File: config.mk
export PLATFORM = sky130hd
export DESIGN_NAME = max_heap_priority_queue_top
export DESIGN_NICKNAME = d
export VERILOG_FILES = /design/src/hw/rtl/mhpq_pkg.sv /design/src/hw/rtl/mhpq_store.sv /design/src/hw/rtl/mhpq_ctrl.sv /design/src/hw/rtl/max_heap_priority_queue_top.sv
export SDC_FILE = /design/constraint.sdc
export NUM_CORES = 2
export LEC_CHECK = 0
export BUFFER_PORTS_ARGS = -buffer_cell sky130_fd_sc_hd__buf_2
export CAP_MARGIN = 15
export CORE_MARGIN = 2
export CORE_UTILIZATION = 50
export CTS_CLUSTER_SIZE = 12
export DETAILED_ROUTE_END_ITERATION = 8
export MAX_ROUTING_LAYER = met4
export PLACE_DENSITY_LB_ADDON = 0.1
export SKIP_CTS_REPAIR_TIMING = 1
export SYNTH_ARGS = -nofsm -noshare
export SYNTH_HDL_FRONTEND = slang
export SYNTH_SLANG_ARGS = --single-unit
export TNS_END_PERCENT = 50
File: constraint.sdc
create_clock -name clk_i -period 4.56 [get_ports clk_i]
set_clock_uncertainty 0.1 [all_clocks]
set_input_delay 0.684 -clock clk_i [delete_from_list [all_inputs] [get_ports clk_i]]
set_output_delay 0.684 -clock clk_i [all_outputs]
set_load 0.02 [all_outputs]
File: src/hw/rtl/mhpq_pkg.sv
`timescale 1ns / 1ps

package mhpq_pkg;

  // Default number of entries in the heap store
  localparam int unsigned DefCapacity = 64;

  localparam int unsigned ValueW  = 32;
  localparam int unsigned StatusW = 3;
  localparam int unsigned CountW  = 7;

  typedef enum logic {
    KindPush = 1'b0,
    KindPop  = 1'b1
  } kind_e;

  typedef enum logic [StatusW-1:0] {
    StPushed    = 3'd0,
    StDuplicate = 3'd1,
    StFull      = 3'd2,
    StPopped    = 3'd3,
    StEmpty     = 3'd4
  } status_e;

  // One finished result word, handed from the sequencer to the output register
  typedef struct packed {
    logic signed [ValueW-1:0] popped_value;
    status_e                  status;
    logic [CountW-1:0]        entry_count;
  } res_t;

endpackage

File: src/hw/rtl/mhpq_store.sv
`timescale 1ns / 1ps

module mhpq_store #(
  parameter int unsigned Depth = mhpq_pkg::DefCapacity,
  localparam int unsigned AddrW = $clog2(Depth)
) (
  input  logic                        clk_i,
  input  logic                        wr_en_i,
  input  logic [AddrW-1:0]            wr_addr_i,
  input  logic [mhpq_pkg::ValueW-1:0] wr_data_i,
  input  logic [AddrW-1:0]            rd_addr_i,
  output logic [mhpq_pkg::ValueW-1:0] rd_data_o
);
  import mhpq_pkg::*;

  logic [ValueW-1:0] mem [Depth];
  logic [ValueW-1:0] rd_data_q;

  always_ff @(posedge clk_i) begin
    if (wr_en_i) begin
      mem[wr_addr_i] <= wr_data_i;
    end
  end

  // Registered read: data appears in the cycle after the address
  always_ff @(posedge clk_i) begin
    rd_data_q <= mem[rd_addr_i];
  end

  assign rd_data_o = rd_data_q;

endmodule

File: src/hw/rtl/mhpq_ctrl.sv
`timescale 1ns / 1ps

module mhpq_ctrl #(
  parameter int unsigned Capacity = mhpq_pkg::DefCapacity,
  localparam int unsigned IdxW = $clog2(Capacity)
) (
  input  logic                               clk_i,
  input  logic                               rst_ni,
  // input word
  input  logic                               in_valid_i,
  output logic                               in_ready_o,
  input  logic                               kind_i,
  input  logic signed [mhpq_pkg::ValueW-1:0] value_i,
  // finished result
  output logic                               res_valid_o,
  input  logic                               res_ready_i,
  output mhpq_pkg::res_t                     res_o,
  // store port
  output logic                               wr_en_o,
  output logic [IdxW-1:0]                    wr_addr_o,
  output logic [mhpq_pkg::ValueW-1:0]        wr_data_o,
  output logic [IdxW-1:0]                    rd_addr_o,
  input  logic [mhpq_pkg::ValueW-1:0]        rd_data_i
);
  import mhpq_pkg::*;

  localparam int unsigned CntW = $clog2(Capacity + 1);
  localparam int unsigned LW   = IdxW + 2;

  typedef enum logic [3:0] {
    SIdle,
    SScan,
    SUpRd,
    SUpCmp,
    SPopRdl,
    SPopLast,
    SDnRdl,
    SDnRdr,
    SDnCmp,
    SDnDec,
    SDone
  } state_e;

  state_e            state_q, state_d;
  logic [CntW-1:0]   cnt_q, cnt_d;
  logic [CntW-1:0]   idx_q, idx_d;
  logic              cmp_vld_q, cmp_vld_d;
  logic [ValueW-1:0] val_q, val_d;
  logic [ValueW-1:0] top_q, top_d;
  logic [ValueW-1:0] lval_q, lval_d;
  logic [ValueW-1:0] bv_q, bv_d;
  logic [IdxW-1:0]   pos_q, pos_d;
  logic [IdxW-1:0]   big_q, big_d;
  status_e           status_q, status_d;

  logic [IdxW-1:0] parent;
  logic [LW-1:0]   left_w, right_w, cnt_ext;

  assign parent  = (pos_q - IdxW'(1)) >> 1;
  assign left_w  = {1'b0, pos_q, 1'b1};
  assign right_w = left_w + LW'(1);
  assign cnt_ext = LW'(cnt_q);

  always_comb begin
    state_d   = state_q;
    cnt_d     = cnt_q;
    idx_d     = idx_q;
    cmp_vld_d = cmp_vld_q;
    val_d     = val_q;
    top_d     = top_q;
    lval_d    = lval_q;
    bv_d      = bv_q;
    pos_d     = pos_q;
    big_d     = big_q;
    status_d  = status_q;
    rd_addr_o = '0;
    wr_en_o   = 1'b0;
    wr_addr_o = pos_q;
    wr_data_o = val_q;

    case (state_q)
      SIdle: begin
        // root is read speculatively so a pop finds it next cycle
        if (in_valid_i) begin
          val_d     = value_i;
          top_d     = '0;
          idx_d     = '0;
          cmp_vld_d = 1'b0;
          if (kind_i == KindPop) begin
            if (cnt_q == '0) begin
              status_d = StEmpty;
              state_d  = SDone;
            end else begin
              state_d = SPopRdl;
            end
          end else begin
            state_d = SScan;
          end
        end
      end

      SScan: begin
        if (cmp_vld_q && (rd_data_i == val_q)) begin
          status_d  = StDuplicate;
          cmp_vld_d = 1'b0;
          state_d   = SDone;
        end else if (idx_q < cnt_q) begin
          rd_addr_o = idx_q[IdxW-1:0];
          idx_d     = idx_q + CntW'(1);
          cmp_vld_d = 1'b1;
        end else begin
          cmp_vld_d = 1'b0;
          if (cnt_q == CntW'(Capacity)) begin
            status_d = StFull;
            state_d  = SDone;
          end else begin
            pos_d   = cnt_q[IdxW-1:0];
            cnt_d   = cnt_q + CntW'(1);
            state_d = SUpRd;
          end
        end
      end

      SUpRd: begin
        if (pos_q == '0) begin
          wr_en_o  = 1'b1;
          status_d = StPushed;
          state_d  = SDone;
        end else begin
          rd_addr_o = parent;
          state_d   = SUpCmp;
        end
      end

      SUpCmp: begin
        // move the parent down into the hole, or drop the new value here
        wr_en_o = 1'b1;
        if ($signed(val_q) > $signed(rd_data_i)) begin
          wr_data_o = rd_data_i;
          pos_d     = parent;
          state_d   = SUpRd;
        end else begin
          status_d = StPushed;
          state_d  = SDone;
        end
      end

      SPopRdl: begin
        top_d     = rd_data_i;
        cnt_d     = cnt_q - CntW'(1);
        rd_addr_o = IdxW'(cnt_q - CntW'(1));
        state_d   = SPopLast;
      end

      SPopLast: begin
        val_d   = rd_data_i;
        pos_d   = '0;
        state_d = SDnRdl;
      end

      SDnRdl: begin
        if (left_w >= cnt_ext) begin
          wr_en_o  = 1'b1;
          status_d = StPopped;
          state_d  = SDone;
        end else begin
          rd_addr_o = left_w[IdxW-1:0];
          state_d   = SDnRdr;
        end
      end

      SDnRdr: begin
        lval_d = rd_data_i;
        if (right_w < cnt_ext) begin
          rd_addr_o = right_w[IdxW-1:0];
          state_d   = SDnCmp;
        end else begin
          big_d   = left_w[IdxW-1:0];
          bv_d    = rd_data_i;
          state_d = SDnDec;
        end
      end

      SDnCmp: begin
        // left child wins ties
        if ($signed(rd_data_i) > $signed(lval_q)) begin
          big_d = right_w[IdxW-1:0];
          bv_d  = rd_data_i;
        end else begin
          big_d = left_w[IdxW-1:0];
          bv_d  = lval_q;
        end
        state_d = SDnDec;
      end

      SDnDec: begin
        wr_en_o = 1'b1;
        if ($signed(bv_q) > $signed(val_q)) begin
          wr_data_o = bv_q;
          pos_d     = big_q;
          state_d   = SDnRdl;
        end else begin
          status_d = StPopped;
          state_d  = SDone;
        end
      end

      SDone: begin
        if (res_ready_i) begin
          state_d = SIdle;
        end
      end

      default: begin
        state_d = SIdle;
      end
    endcase
  end

  always_ff @(posedge clk_i or negedge rst_ni) begin
    if (!rst_ni) begin
      state_q   <= SIdle;
      cnt_q     <= '0;
      idx_q     <= '0;
      cmp_vld_q <= 1'b0;
      status_q  <= StPushed;
      val_q     <= '0;
      top_q     <= '0;
      lval_q    <= '0;
      bv_q      <= '0;
      pos_q     <= '0;
      big_q     <= '0;
    end else begin
      state_q   <= state_d;
      cnt_q     <= cnt_d;
      idx_q     <= idx_d;
      cmp_vld_q <= cmp_vld_d;
      status_q  <= status_d;
      val_q     <= val_d;
      top_q     <= top_d;
      lval_q    <= lval_d;
      bv_q      <= bv_d;
      pos_q     <= pos_d;
      big_q     <= big_d;
    end
  end

  assign in_ready_o          = (state_q == SIdle);
  assign res_valid_o         = (state_q == SDone);
  assign res_o.popped_value  = top_q;
  assign res_o.status        = status_q;
  assign res_o.entry_count   = CountW'(cnt_q);

endmodule

File: src/hw/rtl/max_heap_priority_queue_top.sv
`timescale 1ns / 1ps

// Binary max-heap priority queue of up to CAPACITY signed 32-bit values.
// A push word (kind 0) first scans every live entry for an equal value and is
// ignored if one is found (status 1), also when the store is full; a new value
// into a full store is ignored with status 2; otherwise the value is appended
// and sifted up (status 0). A pop word (kind 1) returns the maximum (status 3)
// and sifts the last entry down from the root; a pop of an empty heap returns
// zero with status 4. Every word gives exactly one result word, carrying the
// popped value (zero unless popped), the status and the entry count afterwards.
// The heap lives in a single-port-read, single-port-write memory with a
// registered read, and each step of the work makes at most one read and one
// write. A push reads the live entries one by one, stopping early on a
// duplicate, then climbs level by level, reading the parent and then writing
// one slot. A pop uses the root read while idle, reads the last entry, then
// for each level reads the left child and, if present, the right child, picks
// the larger and writes one slot. An empty pop goes straight to its result.
// The result then passes to a free output register and the sequencer returns
// to idle before it takes the next word. The next word is taken as soon as
// the sequencer has handed its result to the output register, even while that
// result still waits for the consumer.

module max_heap_priority_queue_top #(
  parameter int unsigned CAPACITY = mhpq_pkg::DefCapacity
) (
  input  logic                               clk_i,
  input  logic                               rst_ni,
  input  logic                               in_valid_i,
  output logic                               in_ready_o,
  input  logic                               kind_i,
  input  logic signed [mhpq_pkg::ValueW-1:0] value_i,
  output logic                               out_valid_o,
  input  logic                               out_ready_i,
  output logic signed [mhpq_pkg::ValueW-1:0] popped_value_o,
  output logic [mhpq_pkg::StatusW-1:0]       status_o,
  output logic [mhpq_pkg::CountW-1:0]        entry_count_o
);
  import mhpq_pkg::*;

  localparam int unsigned IdxW = $clog2(CAPACITY);

  logic              res_valid;
  logic              res_ready;
  res_t              res;
  logic              wr_en;
  logic [IdxW-1:0]   wr_addr;
  logic [ValueW-1:0] wr_data;
  logic [IdxW-1:0]   rd_addr;
  logic [ValueW-1:0] rd_data;

  logic out_valid_q, out_valid_d;
  res_t out_res_q;

  // Heap sequencer: scan, sift up, sift down; it works on one word at a time
  mhpq_ctrl #(
    .Capacity(CAPACITY)
  ) u_ctrl (
    .clk_i      (clk_i),
    .rst_ni     (rst_ni),
    .in_valid_i (in_valid_i),
    .in_ready_o (in_ready_o),
    .kind_i     (kind_i),
    .value_i    (value_i),
    .res_valid_o(res_valid),
    .res_ready_i(res_ready),
    .res_o      (res),
    .wr_en_o    (wr_en),
    .wr_addr_o  (wr_addr),
    .wr_data_o  (wr_data),
    .rd_addr_o  (rd_addr),
    .rd_data_i  (rd_data)
  );

  // Heap storage; contents are undefined until written
  mhpq_store #(
    .Depth(CAPACITY)
  ) u_store (
    .clk_i    (clk_i),
    .wr_en_i  (wr_en),
    .wr_addr_i(wr_addr),
    .wr_data_i(wr_data),
    .rd_addr_i(rd_addr),
    .rd_data_o(rd_data)
  );

  // Output register: take a new result when empty or being drained this cycle
  assign res_ready = !out_valid_q || out_ready_i;

  always_comb begin
    out_valid_d = out_valid_q;
    if (res_valid && res_ready) begin
      out_valid_d = 1'b1;
    end else if (out_ready_i) begin
      out_valid_d = 1'b0;
    end
  end

  always_ff @(posedge clk_i or negedge rst_ni) begin
    if (!rst_ni) begin
      out_valid_q <= 1'b0;
    end else begin
      out_valid_q <= out_valid_d;
    end
  end

  // Hold the payload while the word waits
  always_ff @(posedge clk_i) begin
    if (res_valid && res_ready) begin
      out_res_q <= res;
    end
  end

  assign out_valid_o    = out_valid_q;
  assign popped_value_o = out_res_q.popped_value;
  assign status_o       = out_res_q.status;
  assign entry_count_o  = out_res_q.entry_count;

endmodule

==> reports/metrics.cfg <==
[status]
status=finished with violations
violations=negative setup slack

[route]
avgViaCountPerCell=6.33
detail_route.wl_per_cell_um=33.0
firstDrtPassIters=6
antenna_left=0
dr_total_vias=50600
wirelength_um=264000
initialDrtViolationCount=6749
drc=0

[worst_hold_path]
hold_class=in2reg
whs_path_depth=3
worst_hold_startpoint=value_i[29]

[floorplanning]
die_area_mm2=0.184
coreArea_mm2=0.179
start_util_pct=50.5
die_x_um=429
die_h_um=429
io_pins=81
num_rows=155

[synthesis]
avgSynthCellArea_um2=19.4
synthesis.nets=4814
synthFlopType=edfxtp_1
synth_top_cell_by_area=edfxtp_1
async_reset_ff_share_pct=7.13
netlist.area_leader.share_pct=69.6
synth_enable_flop_cells=2090
synth_area_mm2=0.0902
synth_cell_type_count=67
netlist_top_cells_area=edfxtp_1 70%, mux4_2 12%, dfrtp_1 4.5%
synthesis.instances=4657
ys_warn_count=0
synth_seq_cells=2285
yosysSeqAreaShare_pct=74.8

[setup_path]
worstSetupPathType=reg2reg
arrival_ps=5210
reg2reg_from=u_store.rd_data_o[27]$_DFF_P_
reg2reg_depth=16
critPathRequiredTime_ps=5200
crit_path_start=u_store.rd_data_o[27]$_DFF_P_
crit_fanout=14
startpoint_type=flip-flop
end_kind=flip-flop

[place]
hpwl_um=157000
dpl_cell_area_mm2=0.0997
io_buffers=80
gp_congestion=0.909
dp_cells=7451

[layout]
stdcell_area_mm2=0.109
finalCoreUtilization_pct=60.8
drive_above_1_share_pct=32.4
multi_input_area_mm2=0.0222
final_cell_mix=2090 x edfxtp_1, 528 x buf_4, 496 x mux4_2
nets=5608
fill_cells=12800
area_growth_pct=20.6
register_area_mm2=0.0675
final_common_cell=edfxtp_1
stdcell_count=7991

[global_route]
grt_pass1_wl_um=366000
grt-ovfl-total=0
antenna_found_initial=21
grt_max_degree=73
grt_pass1_vias=49700
grt_util_all_layers_pct=28.9

[cts]
cts_buffer_depth=3
cts_tree=yes
cts-root-buf=clkbuf_16
path_clk_slew_ps=60
clock_sinks=2285
cts_inserted_buffers=226
clock_latency_ps=880
h-tree-depth=4

[timing]
worst_pin_slew_ps=1090
period_needed_ps=4570
tns_ps=-14.1
setup_violations=1
fin_crit_sh_pct=100
slew_viol_final=0
layout_setup_ws_ps=-14.1
slew_headroom_pct=26.9
holdWs_ps=2.07
max_clock_freq_mhz=219
grt_setup_unrepaired=yes
hold_viol=0

[flow_run]
drv_cap=0

[pwr]
power_leakage_uw=0.0368
irDropWorstVdd_v=0.000491
power.density_mw_per_mm2=776

## worst paths after layout
kind	end	slack, ps
worst max-delay path	u_store.rd_data_o[10]$_DFF_P_	-10
worst min-delay path	u_ctrl.val_q[29]$_DFFE_PN0P_	2
worst max register to register	u_store.rd_data_o[10]$_DFF_P_	-10
worst min register to register	popped_value_o[21]$_DFFE_PP_	340
max in group asynchronous	u_ctrl.val_q[20]$_DFFE_PN0P_	3130
min in group asynchronous	u_ctrl.cnt_q[1]$_DFFE_PN0P_	290
## cell usage after synthesis, types with 27 or more instances
master    count
dfrtp_1     163
buf_2       105
mux4_2      496
a22o_1       33
inv_1       122
a22oi_1     250
a221o_1      62
mux2i_1      48
nand4_1      27
clkbuf_1    133
a21oi_1     173
dfxtp_1      32
edfxtp_1   2090
o21ai_0     145
nor3_1       47
nand2_1     168
nor2_1      112
nand3_1      75
or4_1        32
ha_1        120
## cell type report
cell class                 count  share of cell area, %
inverter                     122                  0.421
timing repair buffer         825                   8.10
sequential                  2285                   62.1
clock buffer                 326                   5.68
multi-input combinational   1991                   20.4
clock inverter                65                  0.543
antenna                       22                 0.0506
tap                         2355                   2.71
## registers in the layout, summed over array words and instances (netlist names), 32 cells and up
register	count
popped_value_o	32
u_ctrl.val_q	32
u_store.mem	2048
u_store.rd_data_o	32
u_ctrl.top_q	32
u_ctrl.lval_q	32
u_ctrl.bv_q	32
## where the power goes
part	internal, uW	total (uW)	switching (uW)
sequential	28400	29300	838
clock	9630	17400	7750
combinational	16700	37700	21100
## kinds of logic after synthesis
logic type | share of synthesized area, %
compound gates | 5.82
fa+ha+maj | 1.66
xor+xnor | 0.204
mux | 13.0
flops | 74.8
buf+inv | 1.77
simple gates | 2.78
## routing by layer
metal  GRT usage (%)  up-vias  routed length (um)
met5               -        -                   0
li1                -    20900                   -
met2            44.8     2312              127000
met3            4.31      362               21200
met1            40.0    27100              108000
met4            8.94        0                7520
## worst max-delay path: stages (launching register included)
cell	delay [ps]
dfxtp_4	380
inv_1	70
ha_1	290
nand4_1	220
nor4_2	340
nand4_1	260
and2_4	250
a31oi_4	150
buf_12	160
buf_12	150
buf_16	180
buf_4	200
mux4_2	520
a22oi_2	280
a21oi_1	130
buf_4	200
or4_1	530
## through the flow
stage | worst slack [ps] | power [uW]
after floorplan | 380 | 47600
after global placement | -624 | 63300
after detailed placement | -621 | 63700
after CTS | -648 | 80900
after global routing | -34.6 | 87700
final | -14.1 | 84400
Power figures use the tool's default switching activity.
